### config.mk
export PLATFORM = sky130hd
export DESIGN_NAME = tcpfb_front
export DESIGN_NICKNAME = d
export VERILOG_FILES = /design/src/rtl/core/assert_macros.svh /design/src/rtl/core/tcpfb_pkg.sv /design/src/rtl/core/tcpfb_front.sv
export SDC_FILE = /design/constraint.sdc
export NUM_CORES = 1
export LEC_CHECK = 0
export BUFFER_PORTS_ARGS = -buffer_cell sky130_fd_sc_hd__buf_4
export CORE_MARGIN = 2
export CORE_UTILIZATION = 52
export CTS_CLUSTER_DIAMETER = 100
export CTS_CLUSTER_SIZE = 40
export DETAILED_ROUTE_END_ITERATION = 16
export PLACE_DENSITY = 0.89
export SYNTH_ARGS = -nofsm -noshare
export SYNTH_HDL_FRONTEND = slang
export SYNTH_SLANG_ARGS = --single-unit
### constraint.sdc
create_clock -name clk -period 4.23 [get_ports clk]
set_input_delay 0.846 -clock clk [delete_from_list [all_inputs] [get_ports clk]]
set_output_delay 0.846 -clock clk [all_outputs]
set_load 0.05 [all_outputs]
### src/rtl/core/assert_macros.svh
// Assertion helper macros for the frame builder RTL.
// Define NO_ASSERTIONS to compile every check away.
`ifndef ASSERT_MACROS_SVH
`define ASSERT_MACROS_SVH
`ifndef NO_ASSERTIONS
// Implication checked at every clock edge outside reset.
`define ASSERT_IMPL(label, clk, rst_n, ante, cons) \
  label: assert property (@(posedge clk) disable iff (!rst_n) (ante) |-> (cons)) \
    else $error("assertion failed");
// Implication whose consequent is checked at the clock edge after the antecedent.
`define ASSERT_NEXT(label, clk, rst_n, ante, cons) \
  label: assert property (@(posedge clk) disable iff (!rst_n) (ante) |=> (cons)) \
    else $error("assertion failed");
`else
`define ASSERT_IMPL(label, clk, rst_n, ante, cons)
`define ASSERT_NEXT(label, clk, rst_n, ante, cons)
`endif
`endif

### src/rtl/core/tcpfb_pkg.sv
// Shared types and constants for the TCP/IPv4 frame builder.
// No dependencies.
`timescale 1ns / 1ps
package tcpfb_pkg;
  localparam int PAYLOAD_DEPTH_DEF = 1024;
  localparam int LEN_W = 11;
  localparam int TTL_VAL = 64;
  localparam int WINDOW_VAL = 5840;
  localparam int MSS_VAL = 1460;
  localparam int HDR_MAX = 58;
  localparam int IP_OFF = 14;
  localparam int TCP_OFF = 34;
  localparam int QDEPTH = 2;

  typedef enum logic [1:0] {
    OP_APPEND = 2'd0,
    OP_BUILD  = 2'd1,
    OP_READ   = 2'd2,
    OP_NONE   = 2'd3
  } op_t;

  typedef enum logic [1:0] {
    ST_OK      = 2'd0,
    ST_FULL    = 2'd1,
    ST_NOFRAME = 2'd2,
    ST_PENDING = 2'd3
  } status_t;

  typedef enum logic [3:0] {
    REG_SRC_MAC  = 4'd0,
    REG_DST_MAC  = 4'd1,
    REG_SRC_IP   = 4'd2,
    REG_DST_IP   = 4'd3,
    REG_SRC_PORT = 4'd4,
    REG_DST_PORT = 4'd5,
    REG_MODE     = 4'd6
  } reg_t;

  typedef enum logic [1:0] {
    BS_IDLE,
    BS_SUM,
    BS_FOLD,
    BS_OUT
  } bstate_t;

  // Command passed from the front part to the back part.
  typedef struct packed {
    op_t         op;
    logic [7:0]  data;
    logic [15:0] pid;
    logic [31:0] seq;
  } cmd_t;

  typedef struct packed {
    logic [7:0]       frame_byte;
    logic             last_byte;
    logic [LEN_W-1:0] frame_length;
    status_t          status;
  } res_t;

  function automatic logic [15:0] fold16(input logic [31:0] s);
    logic [16:0] a;
    logic [16:0] b;
    begin
      a = {1'b0, s[31:16]} + {1'b0, s[15:0]};
      b = {1'b0, a[15:0]} + {16'd0, a[16]};
      fold16 = ~b[15:0];
    end
  endfunction
endpackage

### src/rtl/core/tcpfb_front.sv
// Front part: accepts input transfers into a short command queue.
// Depends on tcpfb_pkg.
`timescale 1ns / 1ps
module tcpfb_front (
  input  logic               clk,
  input  logic               rst_n,
  input  logic               in_valid,
  output logic               in_ready,
  input  tcpfb_pkg::cmd_t    in_cmd,
  output logic               q_valid,
  input  logic               q_ready,
  output tcpfb_pkg::cmd_t    q_cmd
);
  import tcpfb_pkg::*;

  cmd_t       mem_r [QDEPTH];
  logic       wp_r, rp_r;
  logic [1:0] cnt_r, cnt_nxt;
  logic       push, pop;

  assign in_ready = (cnt_r != 2'(QDEPTH));
  assign q_valid  = (cnt_r != 2'd0);
  assign q_cmd    = mem_r[rp_r];
  assign push     = in_valid && in_ready;
  assign pop      = q_valid && q_ready;

  always_comb begin
    cnt_nxt = cnt_r + {1'b0, push} - {1'b0, pop};
  end

  always_ff @(posedge clk) begin
    if (push) begin
      mem_r[wp_r] <= in_cmd;
    end
    if (!rst_n) begin
      wp_r  <= 1'b0;
      rp_r  <= 1'b0;
      cnt_r <= 2'd0;
    end else begin
      if (push) wp_r <= ~wp_r;
      if (pop) rp_r <= ~rp_r;
      cnt_r <= cnt_nxt;
    end
  end
endmodule

==> out/metrics.csv <==
metric,value,unit
status,"finished, final reports clean",
total wire length,7890,µm
CP Class,reg -> out,
Post-layout nets,404,
reg2reg setup slack,2.12,ns
Final Util,73.3,%
setup_tns,0,ns
largest net degree at the start of global routing,59,
Synth area leader,edfxtp_1,
initial core utilization,54.2,%
routed length per placed instance,17.2,µm
via count of the first global-routing pass,2491,
htree depth,4,
LEAKAGE,2.33,nW
CTS tree,yes,
"top cells by area, synth","edfxtp_1 (78%), mux2_2 (9.5%), mux2_4 (6.7%), dfxtp_1 (2.2%), buf_6 (0.75%)",
via count,2296,
"slowest stage delay, CP",0.90,ns
crit-path cells,mux2_2 > buf_4,
IO buf count,121,
Yosys reg bits,121,
syn_nets,268,
# clock sinks,121,
"Data required, critical path",3.38,ns
fraction of registers with async set or reset after synthesis,0,%
GP Congestion,0.688,
min-delay src,in_cmd[19],
Crit path max-delay family,flip-flops,
Power Dens Cells,715,nW/µm²
"Arr. time, crit path",2.07,ns
WHS Endpoint,mem_r[0][19],
Final Skew,0.00510,ns
cell count after synthesis,204,
post-CTS setup buffers,0,
Final Hold Viols,0,
initial antenna violation count,0,
die width,97.0,µm
clock root buffer,clkbuf_8,
first-pass GRT wire length,12100,µm
core area,8300,µm²
Slew Limit Fails,0,
Peak VDD IR,0.000488,V
clock buffer count from CTS,17,
cts repair resizes,0,
GRT Overall Usage,17.3,%
clock-pin transition on the worst setup and hold timing paths,0.06,ns
Netlist cell types,18,
number of synthesized flops with an enable pin,116,
vias per cell,5.01,
Pre-antenna DRT Iters,4,
hold buffers post-CTS,0,
Reg2Reg Depth,4,
Buf/Inv on CP,1,
area grow syn2layout,35.3,%
unrepaired setup endpoints after global routing,no,
clock latency at the later pin of the worst-skew pair,0.50,ns
Hold Path Stages,1,
endpoints failing setup,0,
Syn Area/Cell,22.0,µm²
most frequent cell after synthesis,edfxtp_1,
Max Clk Rate,343,MHz
DP HPWL,5010,µm
Period minus WS final,2.91,ns
Die Area,9400,µm²
DRC,0,
DIE HEIGHT,97.0,µm
CP Launch Type,register,
CP Max Fanout,58,
sequential fraction of the synthesis area,79.7,%
final period utilization,68.8,%
Rel. slew slack,43.1,%
grt total ovfl,0,
final antenna-violating net count,0,
FP Rows,33,
YS warnings,0,
Synth Flop Type,edfxtp_1,
Clock Tree Buf Depth,2,
min-delay worst type,in -> reg,
Ports,122,
post-synthesis cell area,4490,µm²
Worst path slowest cell,dfxtp_4,
MaxCap Viol Count,0,
Least-Margin Pin Slew,0.854,ns
top cell type's share of synthesized area,77.5,%
worst r2r dst,mem_r[0][44],
R2R Path Start,cnt_r[0],
ANT cells,0,
Starting DRT DRC Count,100,
most frequent cells after synthesis,"edfxtp_1 (116), mux2_2 (38), mux2_4 (20), dfxtp_1 (5)",
Setup crit end kind,output pin,
share of cells above drive strength 1,61.2,%
==> placed cells by master, fill, tap and decap left out, drive strengths merged <==
cell type,count
inv,3
mux2,58
xnor2,3
or2,1
edfxtp,116
nand2,2
and2,2
nor2b,2
ha,2
nand2b,2
buf,123
o21a,1
bufinv,2
mux2i,1
and3,1
clkinv,7
clkbuf,17
dfxtp,5
nor2,1
clkinvlp,4
==> per-layer routing <==
layer  up-vias  track usage (%)  part of all wire, %
met5         -                0                    0
met4         0             7.15                 0.42
met3         4             6.50                  6.1
met2        86             30.1                   55
met1      1128             18.9                   38
li1       1078                -                    -
==> through the flow <==
step | instances | total power, W | setup slack (ns) | hold WS [ns] | instance area [µm²]
floorplan | 204 | 0.00267 | 0.297 | 0.455 | 4490
global placement | 426 | 0.00302 | 1.79 | 0.498 | 5510
detailed placement | 426 | 0.00305 | 1.74 | 0.508 | 5510
CTS | 458 | 0.00439 | 1.27 | 0.495 | 6080
global route | 458 | 0.00451 | 1.21 | 0.497 | 6080
finish | 458 | 0.00435 | 1.32 | 0.523 | 6080
==> sequential cells by signal, summed over array words and instances (netlist names), named ones only <==
name / flops
wp_r: 1
rp_r: 1
mem_r: 116
cnt_r: 2
==> kinds of logic after synthesis <==
family / count (synthesis) / share of synthesized area, %
flops: 121 / 79.7
mux: 59 / 16.4
simple gates: 11 / 1.36
buf+inv: 7 / 1.17
xor+xnor: 3 / 0.585
fa+ha+maj: 2 / 0.557
compound gates: 1 / 0.167
==> worst max-delay path by stage <==
stage,end,slack [ns],cells after the start
after global routing,q_cmd[34],1.21,2
after global placement,mem_r[1][30],1.79,3
after detailed placement,mem_r[0][48],1.74,4
final,q_cmd[34],1.32,2
after floorplan,mem_r[0][0],0.30,3
after CTS,q_cmd[0],1.27,2
==> worst register-to-register path, stage by stage (launching register included) <==
cell and delay [ns]:
dfxtp_1 0.36, nand2b_1 0.19, nand2_1 0.16, nor2_4 0.46, buf_4 0.55
==> power by group <==
| group | switching [W] | internal [W] | total (W) | leakage [nW] |
|---|---|---|---|---|
| clock | 0.000500 | 0.000836 | 0.00134 | 0.268 |
| combinational | 0.000876 | 0.000506 | 0.00138 | 0.939 |
| sequential | 0.000120 | 0.00151 | 0.00163 | 1.13 |
==> cell type report <==
type,count,area (µm²)
Clock buffer,17,414
Clock inverter,15,153
Fill cell,473,2220
Inverter,1,3.75
Multi-Input combinational cell,76,867
Sequential cell,121,3590
Tap cell,105,131
Timing Repair Buffer,123,923
(Power assumes the default switching activity.)
